## config.mk

```make
export PLATFORM = sky130hd
export DESIGN_NAME = cau_front
export DESIGN_NICKNAME = d
export VERILOG_FILES = /design/src/rtl/cau_pkg.sv /design/src/rtl/cau_front.sv
export SDC_FILE = /design/constraint.sdc
export NUM_CORES = 1
export LEC_CHECK = 0
export BUFFER_PORTS_ARGS = -buffer_cell sky130_fd_sc_hd__buf_2
export CORE_AREA = 2 2 102 104
export DETAILED_ROUTE_END_ITERATION = 12
export DIE_AREA = 0 0 104 106
export GPL_ROUTABILITY_DRIVEN = 0
export SLEW_MARGIN = 10
export SYNTH_ARGS = -nofsm -noshare
export SYNTH_HDL_FRONTEND = slang
export SYNTH_SLANG_ARGS = --single-unit
```

## constraint.sdc

```tcl
create_clock -name vclk -period 1.56
set_clock_uncertainty 0.2 [all_clocks]
set_input_delay 0 -clock vclk [all_inputs]
set_output_delay 0 -clock vclk [all_outputs]
set_load 0.005 [all_outputs]
```

## src/rtl/cau_pkg.sv

```systemverilog
`timescale 1ns / 1ps
`default_nettype none
package cau_pkg;

  localparam int DW = 32;
  localparam int FW = 16;
  localparam int PW = 2 * DW;
  localparam int SW = PW + 2;
  localparam int QW = SW - 1 + FW;
  localparam int RW = DW + 4;
  localparam int CW = $clog2(QW + 1);
  localparam int FD = 2;
  localparam int FPW = $clog2(FD);
  localparam int FCW = $clog2(FD + 1);

  typedef enum logic [2:0] {
    CMD_ADD = 3'd0,
    CMD_SUB = 3'd1,
    CMD_MUL = 3'd2,
    CMD_DIV = 3'd3,
    CMD_MAG = 3'd4,
    CMD_NEG = 3'd5
  } cmd_e;

  typedef enum logic [2:0] {
    OP_ADD,
    OP_SUB,
    OP_NEG,
    OP_MUL,
    OP_DIV,
    OP_MAG,
    OP_NONE,
    OP_DZ
  } op_e;

  typedef struct packed {
    op_e            op;
    logic [DW-1:0]  a;
    logic [DW-1:0]  b;
    logic [DW-1:0]  c;
    logic [DW-1:0]  d;
  } item_t;

  typedef struct packed {
    logic [DW-1:0] val;
    logic          ovf;
  } sat_t;

  function automatic logic signed [SW-1:0] ext_f(logic [DW-1:0] x);
    ext_f = $signed({{(SW-DW){x[DW-1]}}, x});
  endfunction

  function automatic logic [SW-2:0] mag_f(logic signed [SW-1:0] s);
    logic [SW-1:0] u;
    u = s[SW-1] ? (~s + SW'(1)) : s;
    mag_f = u[SW-2:0];
  endfunction

  function automatic sat_t sat_f(logic neg, logic [QW-1:0] mag);
    logic [QW-1:0] lim;
    sat_t r;
    lim = QW'(1) << (DW - 1);
    r.ovf = 1'b0;
    if (!neg) begin
      if (mag >= lim) begin
        r.val = {1'b0, {(DW-1){1'b1}}};
        r.ovf = 1'b1;
      end else begin
        r.val = mag[DW-1:0];
      end
    end else begin
      if (mag > lim) begin
        r.val = {1'b1, {(DW-1){1'b0}}};
        r.ovf = 1'b1;
      end else begin
        r.val = ~mag[DW-1:0] + DW'(1);
      end
    end
    sat_f = r;
  endfunction

endpackage
`default_nettype wire

```

## src/rtl/cau_front.sv

```systemverilog
`timescale 1ns / 1ps
`default_nettype none
module cau_front import cau_pkg::*; (
  input  wire logic              s_axis_tvalid,
  output logic                   s_axis_tready,
  input  wire logic [4*DW-1:0]   s_axis_tdata,
  input  wire logic [2:0]        s_axis_tuser,
  input  wire logic              full_i,
  output logic                   push_o,
  output item_t                  item_o
);

  logic [DW-1:0] yr;
  logic [DW-1:0] yi;

  assign s_axis_tready = !full_i;
  assign push_o        = s_axis_tvalid && !full_i;
  assign yr            = s_axis_tdata[3*DW-1:2*DW];
  assign yi            = s_axis_tdata[4*DW-1:3*DW];

  always_comb begin
    item_o.a = s_axis_tdata[DW-1:0];
    item_o.b = s_axis_tdata[2*DW-1:DW];
    item_o.c = yr;
    item_o.d = yi;
    unique case (cmd_e'(s_axis_tuser))
      CMD_ADD: item_o.op = OP_ADD;
      CMD_SUB: item_o.op = OP_SUB;
      CMD_MUL: item_o.op = OP_MUL;
      CMD_DIV: item_o.op = (yr == '0 && yi == '0) ? OP_DZ : OP_DIV;
      CMD_MAG: item_o.op = OP_MAG;
      CMD_NEG: item_o.op = OP_NEG;
      default: item_o.op = OP_NONE;
    endcase
  end

endmodule
`default_nettype wire

```

==> results of run 1 <==
-- power breakdown --
| group | switching (mW) | leakage (nW) | internal, mW |
|---|---|---|---|
| clock | 0 | 0 | 0 |
| combinational | 0.185 | 1.06 | 0.325 |
| sequential | 0 | 0 | 0 |
| total | 0.185 | 1.06 | 0.325 |
-- metrics by stage --
step / worst slack (ps) / std cells
after floorplan: 281 / 158
after global placement: -317 / 320
after detailed placement: -330 / 320
after CTS: -60.1 / 408
after global routing: -107 / 408
final: -32.0 / 408
-- metal layers --
layer  share of wire (%)  vias up  GRT usage (%)  routed length (um)
li1                    -      622              -                   -
met1                  30      611           6.00                1440
met2                  57      145           16.7                2730
met3                  13        2           2.45                 636
met4                   0        2              0                   0
met5                0.33        -              0                  16
-- synthesized netlist by cell type --
| master | count | area [um^2] |
|---|---|---|
| buf_4 | 128 | 961 |
| nor4_1 | 16 | 100 |
| nand4_1 | 4 | 25.0 |
| inv_1 | 2 | 7.51 |
| a31oi_1 | 1 | 6.26 |
| mux2_2 | 1 | 11.3 |
| mux2i_1 | 1 | 10.0 |
| nor2_1 | 1 | 3.75 |
| nor2b_1 | 1 | 6.26 |
| o21ai_0 | 1 | 5.00 |
| or4_1 | 1 | 7.51 |
| xor2_1 | 1 | 8.76 |
-- cells in the final DEF (no fill, tap or decap), drive strengths merged --
| master | synthesis | layout |
|---|---|---|
| inv | 2 | 2 |
| or4 | 1 | 1 |
| nand4 | 4 | 4 |
| xor2 | 1 | 1 |
| nor4 | 16 | 16 |
| mux2i | 1 | 1 |
| o21ai | 1 | 1 |
| nor2b | 1 | 1 |
| nor2 | 1 | 1 |
| dlygate4sd3 | 0 | 92 |
| mux2 | 1 | 1 |
| a31oi | 1 | 1 |
| buf | 128 | 150 |
-- cells by family after synthesis --
group | count (synthesis)
buffers and inverters | 130
xor gates and xnor gates | 1
and+or+nand+nor | 23
muxes | 2
AOI/OAI and AO/OA | 2
-- cell type report --
| cell class | count | area (um^2) |
|---|---|---|
| Inverter | 2 | 7.51 |
| Tap cell | 136 | 170 |
| Fill cell | 1067 | 7750 |
| Multi-Input combinational cell | 28 | 315 |
| Timing Repair Buffer | 242 | 1760 |
-- repair_timing --
action	4_1_cts	5_1_grt
resized for setup	26	3
hold endpoints to repair	92	0
pin swaps	10	2
endpoints found under the setup margin	2	2
hold buffers	92	0
-- final timing paths --
path,to
max,item_o[128]
min,item_o[27]
-- critical path: stages --
cell	delay, ps
buf_6	100
nor4_4	250
buf_4	140
nand4_1	90
or4_4	540
a31oi_1	140
buf_2	130
==> impl_metrics.csv, run 1 <==
group,metric,value,unit
outcome,status,"complete, but fails checks",
outcome,failed_checks,"negative hold slack, negative setup slack",
worst_hold_path,hp-class,"in -> out",
worst_hold_path,hold_path.startpoint,"s_axis_tdata[123]",
grt,grt_usage,7.23,%
timing,maxSlewViolCount,0,
route,first_pass_iters,4,
placed_design,hpwl,3250,um
die,dieArea,11000,um^2
setup_path,end_kind,"primary output",
setup_path,crit_required,1360,ps
final_layout,clkbuf_count,0,
final_layout,drive_gt1_share,60.3,%
final_layout,fin_area,2250,um^2
timing,rsz0062_at_grt,"true",
timing,fin_tns_setup,-35.2,ps
timing,hold_ws,-5.59,ps
route,totalWireLength,4830,um
route,via_per_inst,3.39,
power_and_ir_drop,p_leak,1.06,nW
power_and_ir_drop,power_density,227,nW/um^2
setup_path,crit_arrival,1390,ps
die,start_util,11.5,%
route,routedWlPerCell,11.8,um
logic_synthesis,avgSynthCellArea,7.29,um^2
placed_design,port-buffer-count,138,
logic_synthesis,synthSimpleGateAreaFrac,12.4,%
power_and_ir_drop,ir_worst_vdd,0.0743,mV
logic_synthesis,synthMuxAreaShare,1.85,%
timing,setup_viol,2,
grt,antenna_found_initial,1,
final_layout,seq_area,0,um^2
logic_synthesis,synth_adder_area_share,0,%
die,rows,37,
logic_synthesis,syn-num-nets,291,
timing,timing.final.hold_violations,2,
route,drt_iter0_drc,46,
die,core-area,10000,um^2
grt,grt_pass1_vias,1314,
final_layout,nets,407,
route,ant_nets,0,
power_and_ir_drop,finalPower,510,uW
die,die_y,106,um
logic_synthesis,synth_compound_area_share,0.977,%
setup_path,cp_max_fo,2,
final_layout,seq_cells,0,
logic_synthesis,synth_top_family_by_area,"buffers and inverters",
route,drcViolationCount,0,
logic_synthesis,synthCells,158,
timing,worst_slew_pin_slew,267,ps
final_layout,diodes,0,
timing,maxSlewHeadroom,82.1,%
logic_synthesis,synth_xor_area_share,0.760,%
setup_path,crit_type,"in -> out",
setup_path,cp-start-kind,"input port",
die,fp.dieW,104,um
timing,layout_min_cycle_time,1590,ps
grt,grt_max_degree,6,
logic_synthesis,yosysSeqAreaShare,0,%
timing,max_freq,628,MHz
die,io_pins,266,
route,vias,1382,
timing,post-route-period-util,102,%
cts,post_cts_buffers,0,
final_layout,utilization,22.5,%
logic_synthesis,yosys_warnings,0,
grt,grt_pass1_wl,6560,um
worst_hold_path,min_path_cells,2,
setup_path,startpoint,"s_axis_tdata[107]",
job,max_cap_viol_count,0,
logic_synthesis,synth_cell_type_count,12,
final_layout,synthToLayoutAreaGrowth,95.1,%
timing,worst_slack,-32.0,ps
placed_design,placed_cell_area,1170,um^2
logic_synthesis,synth_area,1150,um^2
grt,grt_overflow,0,
No activity file was read; power rests on OpenSTA's default activity.
==> run 2, diff against run 1 <==
- ABC_AREA: default -> 1
- CORE_AREA: 2 2 102 104 -> 2 2 104 106
- DIE_AREA: 0 0 104 106 -> 0 0 106 108
- clock period: 1.56 -> 2.02 ns (I/O delays scaled with it)
==> impl_metrics.csv, run 2 <==
group,metric,value,unit
logic_synthesis,synth_top_family_by_area,"buffers and inverters",
logic_synthesis,synthSimpleGateAreaFrac,22.1,%
logic_synthesis,synth_xor_area_share,0,%
logic_synthesis,synth_adder_area_share,0,%
logic_synthesis,synthCells,205,
cts,post_cts_buffers,0,
logic_synthesis,yosys_warnings,0,
cts,cts_resized,0,
logic_synthesis,syn-num-nets,338,
die,start_util,12.3,%
logic_synthesis,avgSynthCellArea,6.12,um^2
die,io_pins,266,
logic_synthesis,yosysSeqAreaShare,0,%
die,die_y,108,um
outcome,status,"did not finish",
outcome,stop_stage,"4_1_cts",
logic_synthesis,synth_cell_type_count,6,
logic_synthesis,synthTopCellsByCount,"128 x buf_4, 45 x nor2_1, 27 x nand2_1",
outcome,toolErrorMsg,"[ERROR RSZ-0060] Max buffer count reached.",
logic_synthesis,synth_area,1250,um^2
logic_synthesis,synthTopCellsByArea,"buf_4 77%, nor2_1 13%, nand2_1 8.1%, inv_1 0.90%, nand3b_1 0.60%",
placed_design,hpwl,2900,um
cts,hold_buffers,101,
die,rows,37,
logic_synthesis,synthMuxAreaShare,0,%
logic_synthesis,synth_most_common_cell,"buf_4",
logic_synthesis,synth_area_leader_cell,"buf_4",
logic_synthesis,netlist.area_leader.share,76.6,%
die,fp.dieW,106,um
placed_design,port-buffer-count,138,
logic_synthesis,synth_compound_area_share,0.399,%
## run 2: changes by cell type after synthesis, moves of 4 or more
cell and change:
nor4_1 -16, nand2_1 +27, nand4_1 -4, nor2_1 +44
## run 2: stage by stage
stage | instance area, um^2 | worst slack, ps | instances | utilization [%] | hold slack [ps]
detailed placement | 1150 | 797 | 351 | 11.3 | -200
global placement | 1150 | 801 | 351 | 11.3 | -200
floorplan | 1250 | 1250 | 205 | - | -173
## run 2: logic make-up after synthesis
kind of cell    count (synthesis)
compound gates                  1
simple gates                   73
buf+inv                       131
==> run 3, diff against run 2 <==
- PLACE_DENSITY_LB_ADDON: default -> 0.15
==> impl_metrics.csv, run 3 <==
group,metric,value,unit
outcome,stop_stage,"4_1_cts",
die,start_util,12.3,%
logic_synthesis,syn-num-nets,338,
logic_synthesis,synthCells,205,
cts,cts_resized,0,
logic_synthesis,synthTopCellsByCount,"128 x buf_4, 45 x nor2_1, 27 x nand2_1",
placed_design,port-buffer-count,138,
cts,hold_buffers,101,
outcome,toolErrorMsg,"[ERROR RSZ-0060] Max buffer count reached.",
logic_synthesis,synthTopCellsByArea,"buf_4 77%, nor2_1 13%, nand2_1 8.1%, inv_1 0.90%, nand3b_1 0.60%",
cts,post_cts_buffers,0,
outcome,status,"did not finish",
die,die_y,108,um
die,rows,37,
logic_synthesis,avgSynthCellArea,6.12,um^2
logic_synthesis,synth_cell_type_count,6,
die,io_pins,266,
logic_synthesis,netlist.area_leader.share,76.6,%
placed_design,hpwl,3290,um
logic_synthesis,synth_area_leader_cell,"buf_4",
die,fp.dieW,106,um
logic_synthesis,yosys_warnings,0,
logic_synthesis,synth_most_common_cell,"buf_4",
logic_synthesis,synth_area,1250,um^2
logic_synthesis,yosysSeqAreaShare,0,%
==> run 3: cell counts after synthesis <==
Identical to the previous run, type by type.
==> run 3: metrics by stage <==
stage / setup slack, ps / instance area [um^2] / instances / util, % / hold slack [ps]
2_1_floorplan: 1250 / 1250 / 205 / - / -173
3_3_place_gp: 750 / 1150 / 351 / 11.3 / -200
3_5_place_dp: 735 / 1150 / 351 / 11.3 / -200
==> run 3: cell families after synthesis <==
logic type | share of synthesized area, %
compound gates | 0.398
buf+inv | 77.5
simple gates | 22.1
