File: config.mk
export PLATFORM = sky130hd
export DESIGN_NAME = cau_fifo
export DESIGN_NICKNAME = d
export VERILOG_FILES = /design/src/rtl/cau_pkg.sv /design/src/rtl/cau_fifo.sv
export SDC_FILE = /design/constraint.sdc
export NUM_CORES = 1
export LEC_CHECK = 0
export BUFFER_PORTS_ARGS = -buffer_cell sky130_fd_sc_hd__clkbuf_2
export CAP_MARGIN = 10
export CORE_MARGIN = 3
export CORE_UTILIZATION = 34
export CTS_CLUSTER_DIAMETER = 120
export CTS_CLUSTER_SIZE = 25
export DETAILED_ROUTE_END_ITERATION = 12
export GPL_ROUTABILITY_DRIVEN = 0
export HOLD_SLACK_MARGIN = 0.03
export SYNTH_ARGS = -nofsm -noshare
export SYNTH_HDL_FRONTEND = slang
export SYNTH_SLANG_ARGS = --single-unit
File: constraint.sdc
create_clock -name clk_i -period 6.2 [get_ports clk_i]
set_input_delay 0.62 -clock clk_i [delete_from_list [all_inputs] [get_ports clk_i]]
set_output_delay 0.62 -clock clk_i [all_outputs]
set_load 0.1 [all_outputs]
File: src/rtl/cau_pkg.sv
`timescale 1ns / 1ps
`default_nettype none
package cau_pkg;

  localparam int DW = 32;
  localparam int FW = 16;
  localparam int PW = 2 * DW;
  localparam int SW = PW + 2;
  localparam int QW = SW - 1 + FW;
  localparam int RW = DW + 4;
  localparam int CW = $clog2(QW + 1);
  localparam int FD = 2;
  localparam int FPW = $clog2(FD);
  localparam int FCW = $clog2(FD + 1);

  typedef enum logic [2:0] {
    CMD_ADD = 3'd0,
    CMD_SUB = 3'd1,
    CMD_MUL = 3'd2,
    CMD_DIV = 3'd3,
    CMD_MAG = 3'd4,
    CMD_NEG = 3'd5
  } cmd_e;

  typedef enum logic [2:0] {
    OP_ADD,
    OP_SUB,
    OP_NEG,
    OP_MUL,
    OP_DIV,
    OP_MAG,
    OP_NONE,
    OP_DZ
  } op_e;

  typedef struct packed {
    op_e            op;
    logic [DW-1:0]  a;
    logic [DW-1:0]  b;
    logic [DW-1:0]  c;
    logic [DW-1:0]  d;
  } item_t;

  typedef struct packed {
    logic [DW-1:0] val;
    logic          ovf;
  } sat_t;

  function automatic logic signed [SW-1:0] ext_f(logic [DW-1:0] x);
    ext_f = $signed({{(SW-DW){x[DW-1]}}, x});
  endfunction

  function automatic logic [SW-2:0] mag_f(logic signed [SW-1:0] s);
    logic [SW-1:0] u;
    u = s[SW-1] ? (~s + SW'(1)) : s;
    mag_f = u[SW-2:0];
  endfunction

  function automatic sat_t sat_f(logic neg, logic [QW-1:0] mag);
    logic [QW-1:0] lim;
    sat_t r;
    lim = QW'(1) << (DW - 1);
    r.ovf = 1'b0;
    if (!neg) begin
      if (mag >= lim) begin
        r.val = {1'b0, {(DW-1){1'b1}}};
        r.ovf = 1'b1;
      end else begin
        r.val = mag[DW-1:0];
      end
    end else begin
      if (mag > lim) begin
        r.val = {1'b1, {(DW-1){1'b0}}};
        r.ovf = 1'b1;
      end else begin
        r.val = ~mag[DW-1:0] + DW'(1);
      end
    end
    sat_f = r;
  endfunction

endpackage
`default_nettype wire

File: src/rtl/cau_fifo.sv
`timescale 1ns / 1ps
`default_nettype none
module cau_fifo import cau_pkg::*; (
  input  wire logic  clk_i,
  input  wire logic  rst_ni,
  input  wire logic  push_i,
  input  wire item_t item_i,
  output logic       full_o,
  output logic       valid_o,
  output item_t      item_o,
  input  wire logic  pop_i
);

  item_t           mem_q [FD];
  logic [FPW-1:0]  wr_q, wr_d, rd_q, rd_d;
  logic [FCW-1:0]  cnt_q, cnt_d;
  logic            do_pop;

  assign full_o  = (cnt_q == FCW'(FD));
  assign valid_o = (cnt_q != '0);
  assign item_o  = mem_q[rd_q];
  assign do_pop  = pop_i && valid_o;

  always_comb begin
    wr_d  = wr_q;
    rd_d  = rd_q;
    cnt_d = cnt_q;
    if (push_i) begin
      wr_d = (wr_q == FPW'(FD - 1)) ? '0 : wr_q + FPW'(1);
    end
    if (do_pop) begin
      rd_d = (rd_q == FPW'(FD - 1)) ? '0 : rd_q + FPW'(1);
    end
    if (push_i && !do_pop) begin
      cnt_d = cnt_q + FCW'(1);
    end else if (!push_i && do_pop) begin
      cnt_d = cnt_q - FCW'(1);
    end
  end

  always_ff @(posedge clk_i or negedge rst_ni) begin
    if (!rst_ni) begin
      wr_q  <= '0;
      rd_q  <= '0;
      cnt_q <= '0;
    end else begin
      wr_q  <= wr_d;
      rd_q  <= rd_d;
      cnt_q <= cnt_d;
    end
  end

  always_ff @(posedge clk_i) begin
    if (push_i) begin
      mem_q[wr_q] <= item_i;
    end
  end

endmodule
`default_nettype wire

==> flow_summary.json, run 1 <==
{
  "status": "finished clean",
  "ctsRootBufferMaster": "clkbuf_16",
  "grt_pass1_vias": 4948,
  "cts_buffer_depth": 3,
  "startpoint_type": "register",
  "final_cell_mix": "clkbuf_2, edfxtp_1, mux2_4",
  "syn_inst": 424,
  "num_vias": 4818,
  "grt_usage_pct": 11.5,
  "finalCritPeriodShare_pct": 54.3,
  "drive_gt1_share_pct": 60.3,
  "cts-buffers-inserted": 14,
  "antenna_found_initial": 0,
  "hold_path_depth": 1,
  "rrSetupSlack_ns": 3.99,
  "relSlewSlack_pct": 29.4,
  "drtAntennaViolNets": 0,
  "seq_area_mm2": 0.00797,
  "post-route-util_pct": 42.1,
  "cp-end-kind": "output pin",
  "hold_class": "in -> reg",
  "crit_path_max_incr_delay_ns": 0.76,
  "rsz0062_at_grt": "false",
  "ys_seq_elements": 266,
  "yosysWarnings": 0,
  "final_common_cell": "clkbuf_2",
  "worstPathArrival_ns": 2.74,
  "die_w_um": 177,
  "fin_setup_tns_ns": 0,
  "crit_buf_inv": 2,
  "min_period_ns": 3.36,
  "clk_pin_slew_ns": 0.10,
  "drc_errors": 0,
  "worstPathCellList": "buf_4 > mux2_2 > clkbuf_2",
  "synth_area_mm2": 0.00997,
  "io_pins": 268,
  "netlist.area_leader.share_pct": 78.9,
  "num_rows": 62,
  "grt_overflow": 0,
  "clk_latency_ns": 0.48,
  "cts-resized-gates": 0,
  "grt_pass1_wl_um": 28100,
  "htree_levels": 1,
  "n_antenna_cell": 0,
  "place_hpwl_um": 12800,
  "max-cap-violations": 0,
  "syn_avg_cell_area_um2": 23.5,
  "skew_ns": 0.0158,
  "worst_path_dominant_cell_family": "buffers and inverters",
  "seq_area_frac_synth_pct": 79.9,
  "drt_pass1_iterations": 4,
  "yosysUniqueCellTypes": 15,
  "fmax_ghz": 0.297,
  "die-height_um": 177,
  "avgViaCountPerCell": 4.43,
  "initial_core_util_pct": 34.7,
  "tightest_slew_ns": 1.06,
  "crit_cells": 3,
  "cpMaxStageDelayCell": "buf_4",
  "routed_wl_um": 19000,
  "grt_max_degree": 69,
  "cts_tree": "yes",
  "syn_to_final_growth_pct": 21.5,
  "fill_cells": 2630,
  "post-cts-setup-buffer-count": 0,
  "core_mm2": 0.0288,
  "die_area_mm2": 0.0314,
  "cts.sinks": 266,
  "drt_iter0_markers": 227,
  "syn_nets": 560,
  "holdBufCountCts": 1,
  "ff2ff_path_depth": 2,
  "finalHoldViolCount": 0,
  "worst-path-max-fanout": 63,
  "synthTopCellsByArea": "edfxtp_1, mux2_4, mux2_2, buf_6, dfrtp_1",
  "nets": 835,
  "wl_per_cell_um": 17.5,
  "setup_viol": 0,
  "io_buffers": 267,
  "setup.worst_path.class": "reg -> out",
  "synth.largest_area_cell": "edfxtp_1",
  "drv_slew": 0,
  "multiInputGateArea_mm2": 0.00187,
  "worstPathRequired_ns": 5.58
}
## metrics by stage
step | hold WS [ns] | worst slack, ns | instances | instance area (µm²)
3_5_place_dp | 0.438 | 3.29 | 1066 | 11700
2_1_floorplan | 0.324 | 1.73 | 424 | 9980
6_report | 0.312 | 2.84 | 1087 | 12100
3_3_place_gp | 0.438 | 3.29 | 1066 | 11700
4_1_cts | 0.287 | 2.75 | 1087 | 12100
5_1_grt | 0.277 | 2.68 | 1087 | 12100
## cell families after synthesis
logic type | count (synthesis) | share of synthesized area, %
xor+xnor | 5 | 0.439
flops | 266 | 79.9
mux | 131 | 17.8
buf+inv | 15 | 1.42
simple gates | 6 | 0.326
fa+ha+maj | 1 | 0.125
## synth_stat cells
| master | number |
|---|---|
| and2_1 | 1 |
| buf_2 | 5 |
| buf_6 | 9 |
| buf_8 | 1 |
| dfrtp_1 | 4 |
| edfxtp_1 | 262 |
| ha_1 | 1 |
| mux2_2 | 51 |
| mux2_4 | 80 |
| nand2_1 | 1 |
| nor2_1 | 1 |
| nor2b_1 | 2 |
| or2_2 | 1 |
| xnor2_1 | 2 |
| xor2_1 | 3 |
## state kept, by name, summed over array words and instances, names as in the netlist
register	cells
mem_q	262
cnt_q	2
rd_q	1
wr_q	1
## cell type report
cell class,instances,area share [%]
Clock buffer,19,3.22
Clock inverter,1,0.0929
Multi-Input combinational cell,143,15.5
Sequential cell,266,65.8
Tap cell,384,3.96
Timing Repair Buffer,274,11.5
## worst register-to-register path, stage by stage (launching register included)
cell     delay, ns
dfrtp_1       0.44
and2_4        0.65
buf_4         0.72
## per-layer routing
metal / global-route usage (%) / routed length, µm / up-vias
met5: 0 / 0 / -
met4: 2.91 / 408 / 0
met1: 14.8 / 7860 / 2405
li1: - / - / 2220
met2: 19.5 / 9260 / 174
met3: 3.13 / 1480 / 19
## final timing paths
check | startpoint | to
min | item_i[0] | mem_q[0][0]
min in group asynchronous | rst_ni | cnt_q[1]
max in group asynchronous | rst_ni | rd_q
min reg2reg | cnt_q[1] | cnt_q[1]
max reg2reg | wr_q | mem_q[1][89]
max | rd_q | item_o[112]
Power of run 1 is left out: the tool's default activity adds up to more than one toggle a clock period on the data nets, which glitch-free logic cannot reach.
==> inputs of run 2 (changes only) <==
- clock period: 6.2 -> 3.2 ns (I/O delays scaled with it)
==> run 2 against run 1 <==
Largest cell class unchanged. Critical path depth unchanged. Via count increased by 9.4%. Core utilization up 4.8 points. Global-route usage grew 0.39 points. Wire length rose by 2.1%. Highest routed layer is now met5. Non-clock buffer count rose by 132. Final cell count grew 12%. Sequential share of layout area is 6.7 points lower. Hold slack worse by 0.23 ns. Die area did not move. First-iteration DRC count shrank 7.9%. Flip-flop and latch count unchanged.
==> flow_summary.json, run 2 (synthesis results as in run 1) <==
{
  "avgViaCountPerCell": 4.32,
  "finalCritPeriodShare_pct": 83.0,
  "crit_path_max_incr_delay_ns": 0.71,
  "worstPathCellList": "buf_4 > mux2_2 > clkbuf_2",
  "cts-buffers-inserted": 14,
  "nets": 967,
  "initial_core_util_pct": 34.7,
  "die_w_um": 177,
  "largest_register_ff_count": 262,
  "cpMaxStageDelayCell": "dfrtp_4",
  "grt_usage_pct": 11.9,
  "cp-end-kind": "output pin",
  "hold_end": "wr_q",
  "post-cts-setup-buffer-count": 0,
  "die_area_mm2": 0.0314,
  "drt_iter0_markers": 209,
  "grt_pass1_vias": 5562,
  "drc_errors": 0,
  "fin_setup_tns_ns": 0,
  "num_vias": 5272,
  "layoutNonFillerInstCount": 1220,
  "hold_class": "in -> reg",
  "die-height_um": 177,
  "cts-resized-gates": 0,
  "worstPathRequired_ns": 2.88,
  "final_common_cell": "clkbuf_2",
  "grt_pass1_wl_um": 29700,
  "finalHoldViolCount": 0,
  "drv_slew": 0,
  "startpoint_type": "register",
  "clk_pin_slew_ns": 0.09,
  "grt_max_degree": 132,
  "min_from": "push_i",
  "cts.sinks": 266,
  "min_period_ns": 2.66,
  "cts_buffer_depth": 3,
  "top_register": "mem_q",
  "htree_levels": 1,
  "skew_ns": 0.00799,
  "clk_latency_ns": 0.48,
  "syn_to_final_growth_pct": 35.3,
  "drive_gt1_share_pct": 50.9,
  "io_pins": 268,
  "num_rows": 62,
  "fmax_ghz": 0.376,
  "r2r_end": "mem_q[1][83]",
  "core_mm2": 0.0288,
  "drtAntennaViolNets": 0,
  "hold_path_depth": 2,
  "worst-path-max-fanout": 25,
  "relSlewSlack_pct": 46.8,
  "grt_overflow": 0,
  "ff2ff_path_depth": 2,
  "routed_wl_um": 19400,
  "dpl_cell_area_mm2": 0.0118,
  "crit_buf_inv": 2,
  "tightest_slew_ns": 0.798,
  "cts_tree": "yes",
  "max-cap-violations": 0,
  "wl_per_cell_um": 15.9,
  "top_regs": "mem_q x262, cnt_q x2",
  "place_hpwl_um": 12400,
  "antenna_found_initial": 2,
  "worst_path_dominant_cell_family": "buffers and inverters",
  "worstPathArrival_ns": 2.34,
  "r2r-start": "wr_q",
  "setup_viol": 0,
  "status": "finished clean",
  "final_cell_area_mm2": 0.0135,
  "dp.cells": 1067,
  "final_cell_mix": "clkbuf_2, edfxtp_1, dlygate4sd3_1",
  "drt_pass1_iterations": 4,
  "setup.worst_path.class": "reg -> out",
  "rrSetupSlack_ns": 1.59,
  "io_buffers": 267,
  "rsz0062_at_grt": "false",
  "ctsRootBufferMaster": "clkbuf_16"
}
-- run 2: cell count changes in the layout (fill, tap and decap cells not counted), sizes merged --
cell	delta
dlygate4sd3	+131
buf	+1
diode	+1
-- run 2: final cells by class --
| class | count | area [µm²] |
|---|---|---|
| clock inverters | 1 | 11.3 |
| clock buffers | 19 | 390 |
| flip-flops and latches | 266 | 7970 |
| fillers | 2475 | 15300 |
| multi-input cells | 143 | 1870 |
| well taps | 384 | 480 |
| repair buffers | 406 | 2760 |
| diodes | 1 | 2.50 |
-- run 2: worst register-to-register path, cell delays in order, from the launching register on --
cell and delay (ns):
dfrtp_1 0.42, and2_4 0.18, buf_12 0.52
-- run 2: layer usage --
metal  up-vias  part of all wire [%]  wire length, µm  track usage (%)
li1       2490                     -                -                -
met1      2586                    39             7610             14.2
met2       168                    51             9950             21.3
met3        26                   7.0             1350             3.41
met4         2                   2.5              479             2.98
met5         -                 0.067               13                0
-- run 2: timing repair --
action | 4_1_cts | 5_1_grt
setup endpoints to repair | 0 | 0
hold buffers | 132 | 0
endpoints found under the hold margin | 266 | 0
-- run 2: through the flow --
| step | worst slack [ns] | utilization, % | hold WS (ns) |
|---|---|---|---|
| final | 0.543 | 46.9 | 0.0836 |
| after CTS | 0.482 | 46.9 | 0.0553 |
| after floorplan | 0.409 | - | 0.0244 |
| after global placement | 1.04 | 40.9 | 0.138 |
| after global routing | 0.427 | 46.9 | 0.0894 |
| after detailed placement | 1.02 | 40.9 | 0.135 |
-- run 2: worst max-delay path by stage --
stage / depth (start not counted) / slack [ns] / endpoint / from
floorplan: 1 / 0.41 / mem_q[0][0] / wr_q
global placement: 3 / 1.04 / item_o[126] / rd_q
detailed placement: 3 / 1.02 / item_o[126] / rd_q
CTS: 3 / 0.48 / item_o[126] / rd_q
global route: 3 / 0.43 / item_o[123] / rd_q
finish: 3 / 0.54 / item_o[12] / rd_q
Power of run 2 is left out for the same reason.
